## config.mk

```make
export PLATFORM = sky130hd
export DESIGN_NAME = servo_pi_dual_pwm_controller_unit_flat
export DESIGN_NICKNAME = d
export VERILOG_FILES = /design/src/hdl/spdc_pkg.sv /design/src/hdl/spdc_if.sv /design/src/hdl/servo_pi_dual_pwm_controller_unit.sv /design/src/flat_wrapper.sv
export VERILOG_INCLUDE_DIRS = /design/src /design/src/hdl
export SDC_FILE = /design/constraint.sdc
export NUM_CORES = 1
export LEC_CHECK = 0
export BUFFER_PORTS_ARGS = -buffer_cell sky130_fd_sc_hd__clkbuf_2
export CORE_ASPECT_RATIO = 1.5
export CORE_MARGIN = 1
export CORE_UTILIZATION = 60
export DETAILED_ROUTE_END_ITERATION = 6
export GPL_TIMING_DRIVEN = 0
export PLACE_DENSITY = 0.9
export SLEW_MARGIN = 20
export SYNTH_ARGS = -nofsm -noshare
export SYNTH_HDL_FRONTEND = slang
export SYNTH_SLANG_ARGS = --single-unit
```

## constraint.sdc

```tcl
create_clock -name clk -period 10.4 [get_ports clk]
set_input_delay 0.52 -clock clk [delete_from_list [all_inputs] [get_ports clk]]
set_output_delay 0.52 -clock clk [all_outputs]
set_load 0.05 [all_outputs]
```

## src/hdl/servo_pi_dual_pwm_controller_unit_defines.svh

```systemverilog
// Assertion macros for the servo PI and dual PWM controller.
// Used by the top level only; the macros expect clk and rst_n in scope.
`ifndef SERVO_PI_DUAL_PWM_CONTROLLER_UNIT_DEFINES_SVH
`define SERVO_PI_DUAL_PWM_CONTROLLER_UNIT_DEFINES_SVH

// A condition that holds at every clock edge out of reset.
`define SPDC_ASSERT_ALWAYS(label, cond, msg) \
  label: assert property (@(posedge clk) disable iff (!rst_n) (cond)) else $error(msg);

// A condition that implies another in the same cycle.
`define SPDC_ASSERT_IMPLY(label, ante, cons, msg) \
  label: assert property (@(posedge clk) disable iff (!rst_n) (ante) |-> (cons)) \
    else $error(msg);

// A condition that implies another in the next cycle.
`define SPDC_ASSERT_NEXT(label, ante, cons, msg) \
  label: assert property (@(posedge clk) disable iff (!rst_n) (ante) |=> (cons)) \
    else $error(msg);

`endif

```

## src/hdl/spdc_pkg.sv

```systemverilog
// Package of the servo PI and dual PWM controller: codes, constants and types.
// No dependencies; used by the input channel interface and the top level.
package spdc_pkg;

  typedef enum logic [1:0] {
    CMD_SAMPLE = 2'd0,
    CMD_PERIOD = 2'd1,
    CMD_MATCH  = 2'd2,
    CMD_NONE   = 2'd3
  } cmd_t;

  typedef enum logic [1:0] {
    REG_MOTOR1_SPEED   = 2'd0,
    REG_MOTOR1_REVERSE = 2'd1,
    REG_SERVO_TARGET   = 2'd2
  } reg_idx_t;

  localparam int CFG_IDX_W  = 2;
  localparam int CFG_DATA_W = 8;
  localparam int SAMPLE_W   = 10;

  localparam logic [7:0] SPEED_MIN   = 8'd6;
  localparam logic [7:0] SPEED_MAX   = 8'd250;
  localparam logic [7:0] PWM_CUTOFF  = 8'd7;
  localparam logic [7:0] REF_OFFSET  = 8'd60;
  localparam logic [5:0] TARGET_MAX  = 6'd40;
  localparam logic [5:0] TARGET_RST  = 6'd20;
  localparam logic [7:0] ERR_CAP     = 8'd15;
  localparam int         P_SHIFT     = 4;
  localparam int         I_SHIFT     = 2;
  localparam logic [7:0] PHASE_RST   = 8'd3;

  typedef struct packed {
    logic       pwm1_level;
    logic       pwm2_level;
    logic       motor2_reverse;
    logic [7:0] timer_compare;
    logic       sample_request;
    logic       report_valid;
    logic [7:0] measured;
    logic [7:0] drive;
  } result_t;

endpackage

```

## src/hdl/spdc_if.sv

```systemverilog
// Valid/ready channel interfaces of the servo PI and dual PWM controller.
// Depends on spdc_pkg for the command code and sample width.
interface spdc_in_if
  import spdc_pkg::*;
();
  logic                valid;
  logic                ready;
  cmd_t                cmd;
  logic [SAMPLE_W-1:0] sample;

  modport source (output valid, cmd, sample, input ready);
  modport sink   (input valid, cmd, sample, output ready);
endinterface

interface spdc_out_if;
  logic       valid;
  logic       ready;
  logic       pwm1_level;
  logic       pwm2_level;
  logic       motor2_reverse;
  logic [7:0] timer_compare;
  logic       sample_request;
  logic       report_valid;
  logic [7:0] measured;
  logic [7:0] drive;

  modport source (output valid, pwm1_level, pwm2_level, motor2_reverse, timer_compare,
                  sample_request, report_valid, measured, drive, input ready);
  modport sink   (input valid, pwm1_level, pwm2_level, motor2_reverse, timer_compare,
                  sample_request, report_valid, measured, drive, output ready);
endinterface

```

## src/hdl/servo_pi_dual_pwm_controller_unit.sv

```systemverilog
// Servo PI controller with a two-channel PWM event sequencer.
//
// Input channel in_chan carries one event per word: an ADC sample, a PWM
// period start or a timer compare match. Output channel out_chan returns
// exactly one result word per event: PWM levels, motor two direction, the
// next timer compare, a sample request, and the measured position and drive.
// The configuration port cfg_* writes motor one speed and direction and the
// servo target; the user is to write it only while no event is in flight, and the block does not enforce this.
//
// An event is held in the input register; its result is then computed from
// the controller state and lands in the output register once that register
// is empty or being read. One event is taken every cycle while the receiver
// does not stall; the state update is done in the compute stage.
// When the receiver stalls, the output register holds its word, the input
// register holds the next event and in_chan.ready drops once both are full.
// Synchronous reset clears both stages and loads the controller state: drive
// and motor two compare 6, integral 0, phase count 3, both PWM levels low.
`include "servo_pi_dual_pwm_controller_unit_defines.svh"

module servo_pi_dual_pwm_controller_unit
  import spdc_pkg::*;
(
  input  logic                  clk,
  input  logic                  rst_n,
  spdc_in_if.sink               in_chan,
  spdc_out_if.source            out_chan,
  input  logic                  cfg_we,
  input  logic [CFG_IDX_W-1:0]  cfg_index,
  input  logic [CFG_DATA_W-1:0] cfg_wdata
);

  // Configuration registers.
  logic [7:0] m1_speed_r;
  logic       m1_reverse_r;
  logic [5:0] target_r;

  // Controller state.
  logic [7:0] integral_r, integral_nxt;
  logic [7:0] drive_r, drive_nxt;
  logic       reverse_two_r, reverse_two_nxt;
  logic [7:0] compare_two_r, compare_two_nxt;
  logic [7:0] phase_r, phase_nxt;
  logic [7:0] later_r, later_nxt;
  logic [1:0] levels_r, levels_nxt;
  logic [7:0] measured_r, measured_nxt;

  // Input and output stages.
  logic                s1_v_r;
  cmd_t                s1_cmd_r;
  logic [SAMPLE_W-1:0] s1_sample_r;
  logic                out_v_r;
  result_t             out_r, result_nxt;

  logic advance;
  logic take_in;

  assign advance        = s1_v_r && (!out_v_r || out_chan.ready);
  assign take_in        = in_chan.valid && in_chan.ready;
  assign in_chan.ready  = !s1_v_r || advance;

  // Sample path and PI law.
  logic [7:0] meas, ref_pos, err, int_room, int_sum, p_err, p_term, i_term, speed;
  logic       rev_new;
  logic       int_clear;

  always_comb begin
    meas    = s1_sample_r[SAMPLE_W-1:2];
    ref_pos = {2'b00, target_r} + REF_OFFSET;
    if (meas > ref_pos) begin
      err     = meas - ref_pos;
      rev_new = 1'b1;
    end else begin
      err     = ref_pos - meas;
      rev_new = 1'b0;
    end
    // The error never exceeds 195, so the headroom does not wrap.
    int_room = SPEED_MAX - err;
    int_sum  = (int_room > integral_r) ? integral_r + err : SPEED_MAX;
    p_err    = (err < ERR_CAP) ? err : ERR_CAP;
    p_term   = p_err << P_SHIFT;
    i_term   = int_sum >> I_SHIFT;
    if (err != 8'd0) begin
      speed = (i_term < SPEED_MAX - p_term) ? p_term + i_term : SPEED_MAX;
    end else begin
      speed = 8'd0;
    end
    int_clear = 1'b0;
    if (speed < SPEED_MIN) begin
      speed     = SPEED_MIN;
      int_clear = 1'b1;
    end
  end

  // Motor one compare from the clamped requested speed.
  logic [7:0] m1_clamped, c1;

  always_comb begin
    m1_clamped = m1_speed_r;
    if (m1_clamped > SPEED_MAX) m1_clamped = SPEED_MAX;
    if (m1_clamped < SPEED_MIN) m1_clamped = SPEED_MIN;
    c1 = m1_reverse_r ? 8'd0 - m1_clamped : m1_clamped;
  end

  // Event decode and state update.
  always_comb begin
    integral_nxt    = integral_r;
    drive_nxt       = drive_r;
    reverse_two_nxt = reverse_two_r;
    compare_two_nxt = compare_two_r;
    phase_nxt       = phase_r;
    later_nxt       = later_r;
    levels_nxt      = levels_r;
    measured_nxt    = measured_r;
    result_nxt      = '0;

    case (s1_cmd_r)
      CMD_SAMPLE: begin
        measured_nxt    = meas;
        reverse_two_nxt = rev_new;
        integral_nxt    = int_clear ? 8'd0 : int_sum;
        drive_nxt       = speed;
        compare_two_nxt = rev_new ? 8'd0 - speed : speed;
        result_nxt.report_valid = 1'b1;
      end
      CMD_PERIOD: begin
        if (c1 < compare_two_r) begin
          result_nxt.timer_compare = c1;
          later_nxt = compare_two_r;
          phase_nxt = 8'd1;
        end else if (compare_two_r < c1) begin
          result_nxt.timer_compare = compare_two_r;
          later_nxt = c1;
          phase_nxt = 8'd2;
        end else begin
          result_nxt.timer_compare = c1;
          later_nxt = c1;
          phase_nxt = 8'd3;
        end
        levels_nxt = {compare_two_r >= PWM_CUTOFF, c1 >= PWM_CUTOFF};
        result_nxt.sample_request = 1'b1;
      end
      CMD_MATCH: begin
        if (phase_r[0]) levels_nxt[0] = 1'b0;
        if (phase_r[1]) levels_nxt[1] = 1'b0;
        result_nxt.timer_compare = later_r;
        phase_nxt = phase_r + 8'd1;
      end
      default: begin
      end
    endcase

    result_nxt.pwm1_level     = levels_nxt[0];
    result_nxt.pwm2_level     = levels_nxt[1];
    result_nxt.motor2_reverse = reverse_two_nxt;
    result_nxt.measured       = measured_nxt;
    result_nxt.drive          = drive_nxt;
  end

  // Control state, configuration and controller state.
  always_ff @(posedge clk) begin
    if (!rst_n) begin
      s1_v_r        <= 1'b0;
      out_v_r       <= 1'b0;
      m1_speed_r    <= SPEED_MIN;
      m1_reverse_r  <= 1'b0;
      target_r      <= TARGET_RST;
      integral_r    <= 8'd0;
      drive_r       <= SPEED_MIN;
      reverse_two_r <= 1'b0;
      compare_two_r <= SPEED_MIN;
      phase_r       <= PHASE_RST;
      later_r       <= 8'd0;
      levels_r      <= 2'b00;
      measured_r    <= 8'd0;
    end else begin
      if (take_in) begin
        s1_v_r <= 1'b1;
      end else if (advance) begin
        s1_v_r <= 1'b0;
      end
      if (advance) begin
        out_v_r <= 1'b1;
      end else if (out_chan.ready) begin
        out_v_r <= 1'b0;
      end

      if (advance) begin
        integral_r    <= integral_nxt;
        drive_r       <= drive_nxt;
        reverse_two_r <= reverse_two_nxt;
        compare_two_r <= compare_two_nxt;
        phase_r       <= phase_nxt;
        later_r       <= later_nxt;
        levels_r      <= levels_nxt;
        measured_r    <= measured_nxt;
      end

      if (cfg_we) begin
        case (cfg_index)
          REG_MOTOR1_SPEED:   m1_speed_r   <= cfg_wdata;
          REG_MOTOR1_REVERSE: m1_reverse_r <= cfg_wdata[0];
          REG_SERVO_TARGET: begin
            target_r   <= (cfg_wdata[5:0] > TARGET_MAX) ? TARGET_MAX : cfg_wdata[5:0];
            integral_r <= 8'd0;
          end
          default: begin
          end
        endcase
      end
    end
  end

  // Payload registers.
  always_ff @(posedge clk) begin
    if (take_in) begin
      s1_cmd_r    <= in_chan.cmd;
      s1_sample_r <= in_chan.sample;
    end
    if (advance) begin
      out_r <= result_nxt;
    end
  end

  assign out_chan.valid          = out_v_r;
  assign out_chan.pwm1_level     = out_r.pwm1_level;
  assign out_chan.pwm2_level     = out_r.pwm2_level;
  assign out_chan.motor2_reverse = out_r.motor2_reverse;
  assign out_chan.timer_compare  = out_r.timer_compare;
  assign out_chan.sample_request = out_r.sample_request;
  assign out_chan.report_valid   = out_r.report_valid;
  assign out_chan.measured       = out_r.measured;
  assign out_chan.drive          = out_r.drive;

  `SPDC_ASSERT_ALWAYS(a_drive_range, drive_r >= SPEED_MIN && drive_r <= SPEED_MAX,
                      "drive out of range")
  `SPDC_ASSERT_ALWAYS(a_integral_cap, integral_r <= SPEED_MAX, "integral above its cap")
  `SPDC_ASSERT_NEXT(a_stage_hold, s1_v_r && !advance,
                    s1_v_r && $stable(s1_cmd_r) && $stable(s1_sample_r), "stalled event lost")
  `SPDC_ASSERT_IMPLY(a_floor_clears,
                     out_v_r && out_r.report_valid && out_r.drive == SPEED_MIN,
                     integral_r == 8'd0, "drive floor without integral clear")

endmodule
```

## src/flat_wrapper.sv

```systemverilog
// flat-port wrapper written by rule: the top's interface ports become plain ports
module servo_pi_dual_pwm_controller_unit_flat import spdc_pkg::*;
  (clk, rst_n, cfg_we, cfg_index, cfg_wdata, in_chan_valid, in_chan_cmd, in_chan_sample, in_chan_ready, out_chan_valid, out_chan_pwm1_level, out_chan_pwm2_level, out_chan_motor2_reverse, out_chan_timer_compare, out_chan_sample_request, out_chan_report_valid, out_chan_measured, out_chan_drive, out_chan_ready);
  spdc_in_if in_chan_i ();
  spdc_out_if out_chan_i ();
  input  logic clk;
  input  logic rst_n;
  input  logic cfg_we;
  input  logic [CFG_IDX_W-1:0] cfg_index;
  input  logic [CFG_DATA_W-1:0] cfg_wdata;
  input wire logic [$bits(in_chan_i.valid)-1:0] in_chan_valid;
  input wire logic [$bits(in_chan_i.cmd)-1:0] in_chan_cmd;
  input wire logic [$bits(in_chan_i.sample)-1:0] in_chan_sample;
  output wire logic [$bits(in_chan_i.ready)-1:0] in_chan_ready;
  output wire logic [$bits(out_chan_i.valid)-1:0] out_chan_valid;
  output wire logic [$bits(out_chan_i.pwm1_level)-1:0] out_chan_pwm1_level;
  output wire logic [$bits(out_chan_i.pwm2_level)-1:0] out_chan_pwm2_level;
  output wire logic [$bits(out_chan_i.motor2_reverse)-1:0] out_chan_motor2_reverse;
  output wire logic [$bits(out_chan_i.timer_compare)-1:0] out_chan_timer_compare;
  output wire logic [$bits(out_chan_i.sample_request)-1:0] out_chan_sample_request;
  output wire logic [$bits(out_chan_i.report_valid)-1:0] out_chan_report_valid;
  output wire logic [$bits(out_chan_i.measured)-1:0] out_chan_measured;
  output wire logic [$bits(out_chan_i.drive)-1:0] out_chan_drive;
  input wire logic [$bits(out_chan_i.ready)-1:0] out_chan_ready;
  assign in_chan_i.valid = in_chan_valid;
  assign in_chan_i.cmd = in_chan_cmd;
  assign in_chan_i.sample = in_chan_sample;
  assign in_chan_ready = in_chan_i.ready;
  assign out_chan_valid = out_chan_i.valid;
  assign out_chan_pwm1_level = out_chan_i.pwm1_level;
  assign out_chan_pwm2_level = out_chan_i.pwm2_level;
  assign out_chan_motor2_reverse = out_chan_i.motor2_reverse;
  assign out_chan_timer_compare = out_chan_i.timer_compare;
  assign out_chan_sample_request = out_chan_i.sample_request;
  assign out_chan_report_valid = out_chan_i.report_valid;
  assign out_chan_measured = out_chan_i.measured;
  assign out_chan_drive = out_chan_i.drive;
  assign out_chan_i.ready = out_chan_ready;
  servo_pi_dual_pwm_controller_unit u_core (.clk(clk), .rst_n(rst_n), .in_chan(in_chan_i), .out_chan(out_chan_i), .cfg_we(cfg_we), .cfg_index(cfg_index), .cfg_wdata(cfg_wdata));
endmodule
```

Word-level counts from Yosys, hierarchy flattened
Index checks and enable logic that the tools add are counted.
Widths: inputs -> output; s select.
{"block": "word_totals", "reg_bits": 109, "out_inout_bits": 31, "wordCells": 104}
{"block": "classes", "n_addsub": 10, "magnitude_cmp": 12, "n_eq_ne": 4, "mux": 37, "n_reduce_logical": 18}
{"operator": "$mux 8", "n": 20}
{"operator": "$pmux 8 s2", "n": 2}
{"operator": "$ge 8x3->1 const B", "n": 2}
{"operator": "$gt 8x8->1", "n": 2}
{"operator": "$lt 8x3->1 const B", "n": 2}
{"operator": "$lt 8x8->1", "n": 2}
{"operator": "$sub 1x8->8 const A", "n": 2}
{"operator": "$sub 8x8->8", "n": 2}
{"operator": "$sub 8x8->8 const A", "n": 2}
{"operator": "$mux 1", "n": 12}
{"operator": "$reduce_and 2->1", "n": 6}
{"operator": "$add 8x1->8 const B", "n": 1}
{"operator": "$add 8x6->8", "n": 1}
{"operator": "$add 8x8->8", "n": 1}
{"operator": "$gt 8x8->1 const B", "n": 1}
{"operator": "$lt 6x8->1", "n": 1}
{"operator": "$lt 8x4->1 const B", "n": 1}
{"operator": "$reduce_bool 8->1", "n": 1}
{"operator": "$add 6x6->7 const B", "n": 1}
{"operator": "$gt 6x6->1 const B", "n": 1}
{"operator": "$mux 6", "n": 1}
{"operator": "$reduce_bool 2->1", "n": 3}
{"operator": "$eq 2x1->1 const B", "n": 2}
{"operator": "$eq 2x2->1 const B", "n": 2}
{"operator": "6 further kinds", "n": 10}

Logic depth before layout (Yosys ltp)
Gate-level depths: netlist of run 1.
{"block": "depth", "ltp_word": 16, "depth_mapped": 38}

Worst setup path after synthesis of run 1
No wires, ideal clock.
{"block": "synth_path", "path_type": "register to register", "start": "reg u_core.target_r[2]", "end": "reg u_core.compare_two_r[6]", "arrival_time_ps": 6754, "path_slack_ps": 3576, "path_stages_with_launch": 39, "period_less_slack_ps": 6824, "cell_sequence": "dfxtp_1 inv_1 ha_1 xor2_1 ha_1 buf_4 and4b_1 buf_4 o21ai_2 a32o_1 or2_2 inv_1 nor2_1 nor2_1 nor2_1 and2_1 nand3_1 nand2_1 [3 not listed] o211ai_1 and2_1 clkbuf_1 nand2_1 ha_1 inv_1 fa_1 and2_1 o2111ai_1 o211ai_4 o31ai_2 or3_4 o2111ai_1 ha_1 inv_1 nor3b_1 o221ai_1 a21oi_1"}
{"block": "synth_between", "elab_chain_cells": 13, "word_cells_on_any_way": 22, "cone_classes": "add/sub (8); order compare (5); mux (8); reduce/logical (1)"}
{"item": "start: declaration", "line_no": "servo_pi_dual_pwm_controller_unit.sv:35", "rtl": "logic [5:0] target_r;"}
{"item": "start signal: assignment", "line_no": "servo_pi_dual_pwm_controller_unit.sv:203", "rtl": "target_r <= (cfg_wdata[5:0] > TARGET_MAX) ? TARGET_MAX : cfg_wdata[5:0];"}
{"item": "$add 6x6->7 (*)", "line_no": "servo_pi_dual_pwm_controller_unit.sv:68", "rtl": "ref_pos = {2'b00, target_r} + REF_OFFSET;"}
{"item": "$sub 8x8->8 (tied with other cells)", "line_no": "servo_pi_dual_pwm_controller_unit.sv:73", "rtl": "err = ref_pos - meas;"}
{"item": "$mux 8", "line_no": "servo_pi_dual_pwm_controller_unit.sv:69", "rtl": "if (meas > ref_pos) begin"}
{"item": "$sub 8x8->8 or $lt 8x4->1 (tied branches)", "line_no": "servo_pi_dual_pwm_controller_unit.sv:77, servo_pi_dual_pwm_controller_unit.sv:79"}
{"item": "$gt 8x8->1 or $mux 4 (tied branches)", "line_no": "servo_pi_dual_pwm_controller_unit.sv:78, servo_pi_dual_pwm_controller_unit.sv:79"}
{"item": "$mux 8 or $sub 8x8->8 (tied branches)", "line_no": "servo_pi_dual_pwm_controller_unit.sv:78, servo_pi_dual_pwm_controller_unit.sv:83"}
{"item": "$add 8x6->8 or $lt 6x8->1 (tied branches)", "line_no": "servo_pi_dual_pwm_controller_unit.sv:83", "rtl": "speed = (i_term < SPEED_MAX - p_term) ? p_term + i_term : SPEED_MAX;"}
{"item": "$mux 8", "line_no": "servo_pi_dual_pwm_controller_unit.sv:83"}
{"item": "$mux 8", "line_no": "servo_pi_dual_pwm_controller_unit.sv:82", "rtl": "if (err != 8'd0) begin"}
{"item": "$lt 8x3->1", "line_no": "servo_pi_dual_pwm_controller_unit.sv:88", "rtl": "if (speed < SPEED_MIN) begin"}
{"item": "$mux 8", "line_no": "servo_pi_dual_pwm_controller_unit.sv:88"}
{"item": "$sub 1x8->8", "line_no": "servo_pi_dual_pwm_controller_unit.sv:122", "rtl": "compare_two_nxt = rev_new ? 8'd0 - speed : speed;"}
{"item": "$mux 8 (*)", "line_no": "servo_pi_dual_pwm_controller_unit.sv:122"}
{"item": "end signal: assignment", "line_no": "servo_pi_dual_pwm_controller_unit.sv:191", "rtl": "compare_two_r <= compare_two_nxt;"}
{"item": "end: declaration", "line_no": "servo_pi_dual_pwm_controller_unit.sv:41", "rtl": "logic [7:0] compare_two_r, compare_two_nxt;"}
Mark *: on every way between the ends. The rest lies on a longest branch, timed or not.
A chain may end at the register's enable or synchronous reset.

Final worst setup path of run 1
{"block": "layout_path", "start": "reg u_core.target_r[2]", "end": "reg u_core.compare_two_r[4]"}
The elaborated chain is that of the path after synthesis.

==> results of run 1 <==
critical path: cells and delay by family (launching register included):
family	cells	cell delay [ps]
xor gates and xnor gates	2	380
DFF	1	380
adders and majority gates	5	1600
and+or+nand+nor	15	2200
buffers and inverters	6	1020
AOI/OAI and AO/OA	8	2520
power breakdown:
group	switching (mW)	internal [mW]	total (mW)
Combinational	0.302	0.168	0.470
Clock	0.158	0.165	0.323
Sequential	0.0108	0.431	0.441
Total	0.471	0.763	1.23
layout by cell type (no fill, tap or decap), types with 7 or more instances in the layout:
cell type	count
clkbuf_2	55
and2_1	18
xor2_1	7
nand2_1	62
mux2i_1	28
nor2b_1	31
o21ai_0	31
o21ai_1	7
nor3_1	14
inv_1	51
nand3_1	19
clkbuf_1	23
a21boi_0	7
nand2b_1	9
o211ai_1	12
a22o_1	7
a31oi_1	7
ha_1	47
mux2_2	13
edfxtp_1	39
nor2_1	46
xnor2_1	15
a21o_1	19
a22oi_1	10
dfxtp_1	62
o31ai_1	7
clkbuf_16	9
a211oi_1	10
a21oi_1	44
cell usage after synthesis, types with 9 or more instances:
cell type,instances
a211oi_1,10
a21o_1,19
a21oi_1,44
a22oi_1,10
and2_1,18
clkbuf_1,22
dfxtp_1,62
edfxtp_1,39
ha_1,47
inv_1,51
mux2_2,13
mux2i_1,28
nand2_1,62
nand2b_1,9
nand3_1,19
nor2_1,46
nor2b_1,31
nor3_1,14
o211ai_1,12
o21ai_0,31
xnor2_1,15
flip-flops by register name (all words and copies together), names as in the netlist, 2 cells and up:
name and flops:
u_core.out_chan.timer_compare 8, u_core.levels_r 2, u_core.out_chan.measured 8, u_core.measured_r 8
u_core.out_chan.drive 8, u_core.phase_r 2, u_core.integral_r 8, u_core.compare_two_r 8
u_core.target_r 6, u_core.m1_speed_r 8, u_core.later_r 8, u_core.s1_cmd_r 2
u_core.s1_sample_r 8, u_core.drive_r 8
metal layers:
metal	share of wire, %	wire length, microns
met1	37	6310
met2	53	9030
met3	5.0	846
met4	4.6	789
met5	0	0
area by class of cell:
cell class / instances / area, sq um
Multi-Input combinational cell: 568 / 4020
Fill cell: 857 / 3500
Sequential cell: 101 / 2410
Timing Repair Buffer: 56 / 303
Clock buffer: 10 / 229
Inverter: 53 / 199
Tap cell: 147 / 184
Buffer: 35 / 160
Clock inverter: 6 / 47.5
worst paths after layout:
| path | startpoint | slack, ps | end |
|---|---|---|---|
| worst max-delay path | u_core.target_r[2]$_SDFFE_PN1P_ | 2150 | u_core.compare_two_r[4]$_SDFFE_PN0P_ |
| worst min-delay path | in_chan_sample[2] | 330 | u_core.s1_sample_r[2]$_DFFE_PP_ |
| worst max register to register | u_core.target_r[2]$_SDFFE_PN1P_ | 2150 | u_core.compare_two_r[4]$_SDFFE_PN0P_ |
| worst min register to register | u_core.drive_r[0]$_SDFFE_PN0P_ | 460 | u_core.drive_r[0]$_SDFFE_PN0P_ |
kinds of logic (layout without fill, tap and decap cells):
kind of cell | after synthesis | count (layout)
and+or+nand+nor | 243 | 243
AOI/OAI and AO/OA | 209 | 209
DFF | 101 | 101
buffers and inverters | 88 | 160
adders and majority gates | 50 | 50
muxes | 42 | 42
xor gates and xnor gates | 24 | 24
==> summary.txt, run 1 <==
Worst setup path
  • CP Capture Type: register
  • Slowest stage cell, crit path: a32oi_1
  • Worst R2R Path Depth: 36
  • Arr. time, crit path: 8480 ps
  • Largest stage delay, worst path: 590 ps
  • Startpoint types: register
  • Max FO, Critical Path: 10
  • CP Data Required Time: 10630 ps
  • Crit Path Category: register to register
  • Crit-path most repeated cell: ha_1

STA
  • Worst Clk Skew: 11.8 ps
  • Final setup fails: 0
  • Crit path time final: 8250 ps
  • Final worst slack: 2150 ps
  • RSZ-0062 raised after global routing: no
  • Max Fclk: 121 MHz
  • Relative slew slack: 49.8%
  • Hold slack: 330 ps
  • Worst slew pin tran: 748 ps
  • Final Hold Viols: 0
  • Pins Over Slew Limit: 0
  • Setup TNS: 0 ps
  • Fin crit share: 79.3%

Synthesis
  • Syn Nets: 834
  • Synth Register Bits: 101
  • Yosys cell types: 80
  • Register area share after synthesis: 35.5%
  • Syn Area/Cell: 8.97 sq um
  • XOR/XNOR Fraction of Synth Area: 3.32%
  • Synth Warn #: 0
  • Synth Area in Adders: 9.54%
  • Simple-Gate Fraction of Synth Area: 18.4%
  • Compound-gate portion of the synthesized area: 21.5%
  • Synthesized cell area: 6790 sq um
  • Post-synth EDFFs: 39
  • Post-synth ARST share: 0%
  • Gate Count Post-Synth: 757
  • Combinational family with the most area after synthesis: compound AO/OA/AOI/OAI gates
  • Top post-synthesis cells by area: dfxtp_1 18%, edfxtp_1 17%, ha_1 8.7%
  • Share of the synthesized area in the top cell type: 18.3%
  • Multiplexer share of the synthesized area: 6.45%
  • Predominant post-synthesis flop cell: dfxtp_1
  • Synth area leader: dfxtp_1

Clocking
  • Cts hold-fix bufs: 0
  • CTS Buffer Depth: 2
  • CTS Buf Count: 9
  • TritonCTS clock tree: built
  • Clock transition at path regs: 70 ps
  • Clock Latency Late Sink: 360 ps
  • Htree depth: 3
  • # clock sinks: 101
  • Postcts setup bufs: 0
  • Post-cts sizing count: 0
  • Clock Root Buffer: clkbuf_16

GRT
  • Global Route Usage Sum: 30.7%
  • Met1 Track Usage GR: 32.6%
  • Vias in the first global route: 5948
  • Global-route wire length before repair: 27900 microns
  • M3 GR Usage: 6.14%
  • Largest net degree at the start of global routing: 21
  • Global route hottest layer: met2
  • Met2 Track Usage GR: 54.7%
  • Global route overflow: 0
  • Initial antenna violation count: 0

Placed design
  • Dpl cells: 960
  • IO buf count: 55
  • DP HPWL: 12900 microns
  • Placed instance area: 7280 sq um
  • Setup WS pre-CTS: 2440 ps
  • Final RePlAce weighted congestion: 0.965

Finish
  • Ant diodes: 0
  • Layout cell share with drive strength beyond 1: 13.9%
  • Final core utilization: 68.3%
  • Post-layout instance area: 7550 sq um
  • Area Growth Syn to Fin: 11.3%
  • Nets: 901
  • Fin cells: 976

Floorplanning
  • Die area: 11800 sq um
  • Starting density of the core: 61.4%
  • Area of the core: 11100 sq um
  • Placement Rows: 47
  • I/O pin count: 58
  • DIE HEIGHT: 132 microns
  • Die W: 88.9 microns

Hold path
  • WHS Path Cells: 1
  • Hold Path Class: input port to register

Drt
  • 1st-iter DRT viols: 446
  • Number of vias per cell: 6.22
  • DRT antenna net count: 0
  • Vias: 6075
  • Residual DRC: 0
  • Wire per inst: 17.4 microns
  • Final wirelength: 17000 microns
  • DR pass1 iterations: 5

Flow run
  • MaxCap Viol Count: 0

Power and ir drop
  • Cell Pwr Density: 163 nW/um^2
  • Leak pwr: 3.09 nW
  • VDD IR max: 102 uV
  • Power Total: 1.23 mW

Run status
  • Status: complete, no violations
Power figures use the tool's default switching activity.
==> inputs of run 2 (changes only) <==
--- a/config.mk
+++ b/config.mk
@@ -6,13 +6,14 @@
 export SDC_FILE = /design/constraint.sdc
 export NUM_CORES = 1
 export LEC_CHECK = 0
+export ABC_AREA = 1
 export BUFFER_PORTS_ARGS = -buffer_cell sky130_fd_sc_hd__clkbuf_2
 export CORE_ASPECT_RATIO = 1.5
 export CORE_MARGIN = 1
-export CORE_UTILIZATION = 60
+export CORE_UTILIZATION = 55
 export DETAILED_ROUTE_END_ITERATION = 6
 export GPL_TIMING_DRIVEN = 0
-export PLACE_DENSITY = 0.9
+export PLACE_DENSITY = 0.87
 export SLEW_MARGIN = 20
 export SYNTH_ARGS = -nofsm -noshare
 export SYNTH_HDL_FRONTEND = slang
==> constraint.sdc (replaced) <==
create_clock -name clk -period 6.7 [get_ports clk]
set_input_delay 0.335 -clock clk [delete_from_list [all_inputs] [get_ports clk]]
set_output_delay 0.335 -clock clk [all_outputs]
set_load 0.05 [all_outputs]
==> summary.txt, run 2 <==
Drt
  • Met1 Wirelength: 5850 microns (-7.3%)
  • Number of vias per cell: 5.56 (-11%)
  • Residual DRC: 0 (unchanged)
  • Vias: 6032 (-0.71%)
  • Wire per inst: 14.7 microns (-15%)
  • Final wirelength: 16000 microns (-5.9%)
  • 1st-iter DRT viols: 397 (-11%)
  • DRT antenna net count: 0 (unchanged)
  • DR top layer: met4
  • Met3 WL: 724 microns (-14%)
  • Met2 wire length: 8520 microns (-5.7%)
  • DR pass1 iterations: 5 (unchanged)

Synthesis
  • Syn Area/Cell: 7.55 sq um (-16%)
  • Yosys cell types: 45 (-44%)
  • Post-synth EDFFs: 39 (unchanged)
  • Synthesized cell area: 6510 sq um (-4.1%)
  • Syn Nets: 939 (+13%)
  • Top post-synthesis cells by area: dfxtp_1 19%, edfxtp_1 18%, nand2_1 11%
  • Commonest cells in the netlist: 193 x nand2_1, 123 x inv_1, 79 x a21oi_1
  • Predominant post-synthesis flop cell: dfxtp_1
  • Most numerous cell in the Yosys netlist: nand2_1
  • Synth area leader: dfxtp_1
  • Synth Register Bits: 101 (unchanged)
  • Register area share after synthesis: 37.0% (+1.5 points)
  • Post-synth ARST share: 0% (unchanged)
  • Synth Warn #: 0 (unchanged)
  • Share of the synthesized area in the top cell type: 19.1% (+0.78 points)
  • Gate Count Post-Synth: 862 (+14%)

Finish
  • Nets: 1006 (+12%)
  • Area Growth Syn to Fin: 12.8%
  • Layout cell share with drive strength beyond 1: 15.7% (+1.9 points)
  • # fillers: 996 (+16%)
  • Commonest non-fill, non-tap cell in the layout: nand2_1
  • Ant diodes: 0 (unchanged)
  • Most frequent cells in the layout: 192 x nand2_1, 121 x inv_1, 76 x a21oi_1
  • Post-layout instance area: 7340 sq um (-2.8%)

Power and ir drop
  • Power share of the sequential group: 37.0% (+1.2 points)
  • Power Total: 1.86 mW (+51%)
  • Clk network pwr share: 28.1% (+1.9 points)
  • NetSw: 718 uW (+52%)
  • Cell Pwr Density: 254 nW/um^2 (+55%)
  • VDD IR max: 118 uV (+15%)
  • Combinational share of power: 34.9% (-3.2 points)
  • Leak pwr: 3.36 nW (+8.7%)
  • Pint: 1.15 mW (+50%)
  • Sw frac: 38.5% (+0.33 points)

STA
  • Worst Clk Skew: 9.84 ps (-1.99 ps)
  • Final setup fails: 0 (unchanged)
  • Max Fclk: 158 MHz (+31%)
  • Final Hold Viols: 0 (unchanged)
  • Pins Over Slew Limit: 0 (unchanged)
  • Fin crit share: 94.4% (+15 points)
  • Crit path time final: 6320 ps (-1930 ps)
  • Worst slew pin tran: 715 ps (-33.5 ps)
  • Relative slew slack: 52.3% (+2.5 points)

Clocking
  • CTS Buf Count: 9 (unchanged)
  • # clock sinks: 101 (unchanged)
  • TritonCTS clock tree: built
  • Htree depth: 3 (unchanged)
  • Clock Root Buffer: clkbuf_16
  • Clock transition at path regs: 80 ps (about the same)
  • CTS Buffer Depth: 2 (unchanged)
  • Clock Latency Late Sink: 360 ps (about the same)
  • Cts hold-fix bufs: 0 (unchanged)

GRT
  • Global-route wire length before repair: 25300 microns (-9.4%)
  • Global Route Usage Sum: 25.9% (-4.8 points)
  • Global route overflow: 0 (unchanged)
  • Initial antenna violation count: 0 (unchanged)
  • Vias in the first global route: 5715 (-3.9%)
  • Largest net degree at the start of global routing: 34 (+62%)

Worst setup path
  • CP Capture Type: register
  • CP Buf/Inv Count: 7 (+1)
  • CP Data Required Time: 6950 ps (-3680 ps)
  • Largest stage delay, worst path: 380 ps (-210 ps)
  • Crit. Startpoint: u_core.target_r[2]$_SDFFE_PN1P_
  • Slowest stage cell, crit path: ha_2
  • Max FO, Critical Path: 10 (unchanged)
  • Startpoint types: register
  • Arr. time, crit path: 6570 ps (-1910 ps)
  • Crit Path Category: register to register
  • FF-to-FF Start: u_core.target_r[2]$_SDFFE_PN1P_
  • Critical path's top delay family: simple AND/OR/NAND/NOR gates

Floorplanning
  • Starting density of the core: 56.5% (-5.0 points)
  • I/O pin count: 58 (unchanged)
  • Placement Rows: 48 (+2.1%)
  • DIE HEIGHT: 135 microns (+2.2%)
  • Area of the core: 11500 sq um (+4.3%)
  • Die W: 90.8 microns (+2.2%)
  • Die area: 12300 sq um (+4.5%)

Hold path
  • Hold Path Class: input port to register
  • Beginning of the worst hold path: in_chan_sample[3]

Flow run
  • MaxCap Viol Count: 0 (unchanged)

Placed design
  • IO buf count: 55 (unchanged)
  • Final RePlAce weighted congestion: 0.995 (+3.2%)
  • Placed instance area: 6970 sq um (-4.2%)
  • DP HPWL: 12000 microns (-6.6%)

Run status
  • Status: complete, no violations
[run 2: changes by cell type after synthesis, sizes merged, moves of 19 or more]
cell   delta
nand2   +156
a21oi    +35
nor2b    -31
mux2i    -28
and2     -19
inv      +79
nand3    +28
nor2     +22
o21ai    +31
[run 2: cells by family (layout without fill, tap and decap cells)]
kind of cell	after synthesis	after routing	share of synthesized area [%]
simple gates	351	351	24.5
compound gates	186	186	16.6
buf+inv	157	229	9.53
flops	101	101	37.0
fa+ha+maj	50	50	9.95
xor+xnor	17	17	2.40
[run 2: final cells by class]
type | instances | area [sq um] | share of cell area, %
plain buffers | 21 | 104 | 1.41
clock buffers | 10 | 229 | 3.12
clock inverters | 6 | 65.1 | 0.886
inverters | 136 | 519 | 7.07
multi-input cells | 604 | 3540 | 48.3
flip-flops and latches | 101 | 2410 | 32.8
well taps | 150 | 188 | 2.56
repair buffers | 56 | 283 | 3.85
[run 2: final timing paths]
| kind | endpoint | slack (ps) | depth (start not counted) |
|---|---|---|---|
| worst max-delay path | u_core.compare_two_r[6]$_SDFFE_PN0P_ | 380 | 42 |
| worst min-delay path | u_core.s1_sample_r[3]$_DFFE_PP_ | 150 | 1 |
| worst max register to register | u_core.compare_two_r[6]$_SDFFE_PN0P_ | 380 | 42 |
| worst min register to register | u_core.measured_r[3]$_SDFFE_PN0P_ | 450 | 2 |
[run 2: per-layer routing]
metal	vias to the layer above	track usage, %
li1	2977	-
met2	222	48.6
met4	0	18.1
met5	-	0
met3	68	2.86
met1	2765	26.8
[run 2: worst reg2reg max path, delay by kind of cell (launching register included)]
family	cells	cell delay, ps
and+or+nand+nor	22	2420
xor gates and xnor gates	2	330
AOI/OAI and AO/OA	5	740
adders and majority gates	6	1640
DFF	1	340
buffers and inverters	7	730
[run 2: metrics by stage]
| step | hold WS, ps | utilization [%] | cells | TNS (ps) | setup WS (ps) |
|---|---|---|---|---|---|
| floorplan | 424 | - | 862 | 0 | 1200 |
| global placement | 434 | 60.5 | 1067 | 0 | 407 |
| detailed placement | 445 | 60.5 | 1067 | 0 | 264 |
| CTS | 150 | 63.0 | 1083 | 0 | 178 |
| global route | 148 | 63.7 | 1084 | -36.7 | -36.7 |
| finish | 148 | 63.7 | 1084 | 0 | 378 |
[run 2: power groups by stage]
stage	Combinational (mW)	Sequential, mW	Clock (mW)
6_report	0.650	0.690	0.525
5_1_grt	0.716	0.693	0.549
4_1_cts	0.614	0.690	0.524
3_5_place_dp	0.609	0.703	0
3_3_place_gp	0.596	0.702	0
2_1_floorplan	0.444	0.735	0
[run 2: repair_timing]
action | 4_1_cts | 5_1_grt
endpoints found under the setup margin | 0 | 21
buffers inserted | 0 | 1
resized for setup | 0 | 17
endpoints found under the hold margin | 0 | 0
==> inputs of run 3 (changes only) <==
--- a/config.mk
+++ b/config.mk
@@ -8,13 +8,12 @@
 export LEC_CHECK = 0
 export ABC_AREA = 1
 export BUFFER_PORTS_ARGS = -buffer_cell sky130_fd_sc_hd__clkbuf_2
-export CORE_ASPECT_RATIO = 1.5
-export CORE_MARGIN = 1
+export CORE_MARGIN = 2
 export CORE_UTILIZATION = 55
 export DETAILED_ROUTE_END_ITERATION = 6
 export GPL_TIMING_DRIVEN = 0
 export PLACE_DENSITY = 0.87
-export SLEW_MARGIN = 20
+export SLEW_MARGIN = 40
 export SYNTH_ARGS = -nofsm -noshare
 export SYNTH_HDL_FRONTEND = slang
 export SYNTH_SLANG_ARGS = --single-unit
==> summary.txt, run 3 (same netlist as run 2, synthesis figures left out) <==
Run status
  • Status: complete, no violations

Worst setup path
  • CP Data Required Time: 6920 ps (-30 ps)
  • CP Capture Type: register
  • Largest stage delay, worst path: 380 ps (about the same)
  • Slowest stage cell, crit path: ha_2
  • Reg2reg setup slack: 510 ps (+130 ps)
  • Arr. time, crit path: 6420 ps (-150 ps)
  • FF-to-FF Start: u_core.target_r[2]$_SDFFE_PN1P_
  • Startpoint types: register
  • Reg2reg end: u_core.compare_two_r[2]$_SDFFE_PN1P_
  • Max FO, Critical Path: 10 (unchanged)
  • Crit Path Category: register to register
  • Worst R2R Path Depth: 41 (-2.4%)

STA
  • Hold slack: 150 ps (+1.66 ps)
  • Relative slew slack: 49.0% (-3.3 points)
  • Final worst slack: 508 ps (+130 ps)
  • Final setup fails: 0 (unchanged)
  • Setup TNS: 0 ps (unchanged)
  • Fin crit share: 92.4% (-1.9 points)
  • Max Fclk: 162 MHz (+2.1%)
  • Worst Clk Skew: 6.79 ps (-3.05 ps)
  • Final Hold Viols: 0 (unchanged)
  • Pins Over Slew Limit: 0 (unchanged)
  • Worst slew pin tran: 764 ps (+49.4 ps)
  • Crit path time final: 6190 ps (-130 ps)
  • RSZ-0062 raised after global routing: no

Finish
  • Most frequent cells in the layout: 193 x nand2_1, 121 x inv_1, 77 x a21oi_1
  • Nets: 1005 (-0.099%)
  • Post-layout instance area: 7280 sq um (-0.87%)
  • Layout cell share with drive strength beyond 1: 15.1% (-0.63 points)
  • Area Growth Syn to Fin: 11.8%
  • Ant diodes: 0 (unchanged)
  • Final core utilization: 63.5% (-0.20 points)
  • Fin cells: 1076 (-0.74%)
  • Commonest non-fill, non-tap cell in the layout: nand2_1

Drt
  • DR pass1 iterations: 5 (unchanged)
  • Residual DRC: 0 (unchanged)
  • Final wirelength: 15700 microns (-1.9%)
  • Number of vias per cell: 5.58 (+0.23%)
  • 1st-iter DRT viols: 604 (+52%)
  • Wire per inst: 14.6 microns (-1.2%)
  • Vias: 6001 (-0.51%)
  • DRT antenna net count: 0 (unchanged)

Floorplanning
  • Placement Rows: 39 (-19%)
  • Die W: 113 microns (+24%)
  • Starting density of the core: 56.8% (+0.31 points)
  • DIE HEIGHT: 113 microns (-17%)
  • I/O pin count: 58 (unchanged)
  • Area of the core: 11500 sq um (-0.55%)
  • Die area: 12700 sq um (+3.6%)

Clocking
  • Postcts setup bufs: 0 (unchanged)
  • Htree depth: 3 (unchanged)
  • CTS Buffer Depth: 2 (unchanged)
  • Clock Root Buffer: clkbuf_16
  • TritonCTS clock tree: built
  • Clock transition at path regs: 70 ps (about the same)
  • Post-cts sizing count: 0 (unchanged)
  • CTS Buf Count: 9 (unchanged)
  • Clock Latency Late Sink: 350 ps (about the same)
  • # clock sinks: 101 (unchanged)
  • Cts hold-fix bufs: 0 (unchanged)

GRT
  • Global route overflow: 0 (unchanged)
  • Vias in the first global route: 5618 (-1.7%)
  • Largest net degree at the start of global routing: 34 (unchanged)
  • Global-route wire length before repair: 25900 microns (+2.1%)
  • Global Route Usage Sum: 25.2% (-0.75 points)
  • Initial antenna violation count: 0 (unchanged)

Placed design
  • Dpl cells: 1060 (-0.66%)
  • Final RePlAce weighted congestion: 0.944 (-5.1%)
  • Setup WS pre-CTS: 207 ps (-57.2 ps)
  • DP HPWL: 11700 microns (-2.6%)
  • IO buf count: 55 (unchanged)
  • Placed instance area: 6970 sq um (-0.13%)

Hold path
  • Hold Path Class: input port to register
  • Beginning of the worst hold path: in_chan_sample[5]
  • Worst Hold Path EP: u_core.s1_sample_r[5]$_DFFE_PP_
  • WHS Path Cells: 1 (unchanged)

Power and ir drop
  • Power Total: 1.82 mW (-2.5%)
  • Leak pwr: 3.33 nW (-0.73%)
  • Cell Pwr Density: 250 nW/um^2 (-1.7%)
  • VDD IR max: 204 uV (+73%)

Flow run
  • MaxCap Viol Count: 0 (unchanged)
## run 3: changes by cell type in the layout (fill, tap and decap cells not counted), moves of 2 or more
cell	before	now
inv_8	2	0
clkinv_4	0	2
clkinvlp_4	0	2
inv_6	3	0
## run 3: worst max-delay path, delay by kind of cell (launching register included)
family / cells / cell delay (ps)
and+or+nand+nor: 20 / 2310
adders and majority gates: 6 / 1630
buffers and inverters: 7 / 740
AOI/OAI and AO/OA: 5 / 580
xor gates and xnor gates: 3 / 450
DFF: 1 / 330
## run 3: final cells by class
cell class                 count  area, sq um
multi-input combinational    604         3520
clock inverter                 5         37.5
sequential                   101         2410
clock buffer                  11          233
fill                         964         4190
tap                          143          179
buffer                        21          104
inverter                     136          517
timing repair buffer          55          275
## run 3: worst max path at each step
stage                     slack, ps                                   end                            start  cells after the start
after CTS                       170  u_core.compare_two_r[2]$_SDFFE_PN1P_  u_core.target_r[2]$_SDFFE_PN1P_                     41
after detailed placement        210  u_core.compare_two_r[2]$_SDFFE_PN1P_  u_core.target_r[2]$_SDFFE_PN1P_                     41
after floorplan                1200  u_core.compare_two_r[2]$_SDFFE_PN1P_  u_core.target_r[2]$_SDFFE_PN1P_                     41
after global routing             20  u_core.compare_two_r[6]$_SDFFE_PN0P_  u_core.target_r[2]$_SDFFE_PN1P_                     43
after global placement          410  u_core.compare_two_r[6]$_SDFFE_PN0P_  u_core.target_r[2]$_SDFFE_PN1P_                     44
final                           510  u_core.compare_two_r[2]$_SDFFE_PN1P_  u_core.target_r[2]$_SDFFE_PN1P_                     41
## run 3: power by group
part,switching [mW],internal (mW)
combinational,0.436,0.204
clock,0.235,0.253
sequential,0.0160,0.674
## run 3: metal layers
| layer | share of wire (%) | track usage [%] |
|---|---|---|
| met2 | 46 | 39.8 |
| met3 | 7.2 | 4.39 |
| met1 | 43 | 32.8 |
| met4 | 4.3 | 14.1 |
| met5 | 0 | 0 |
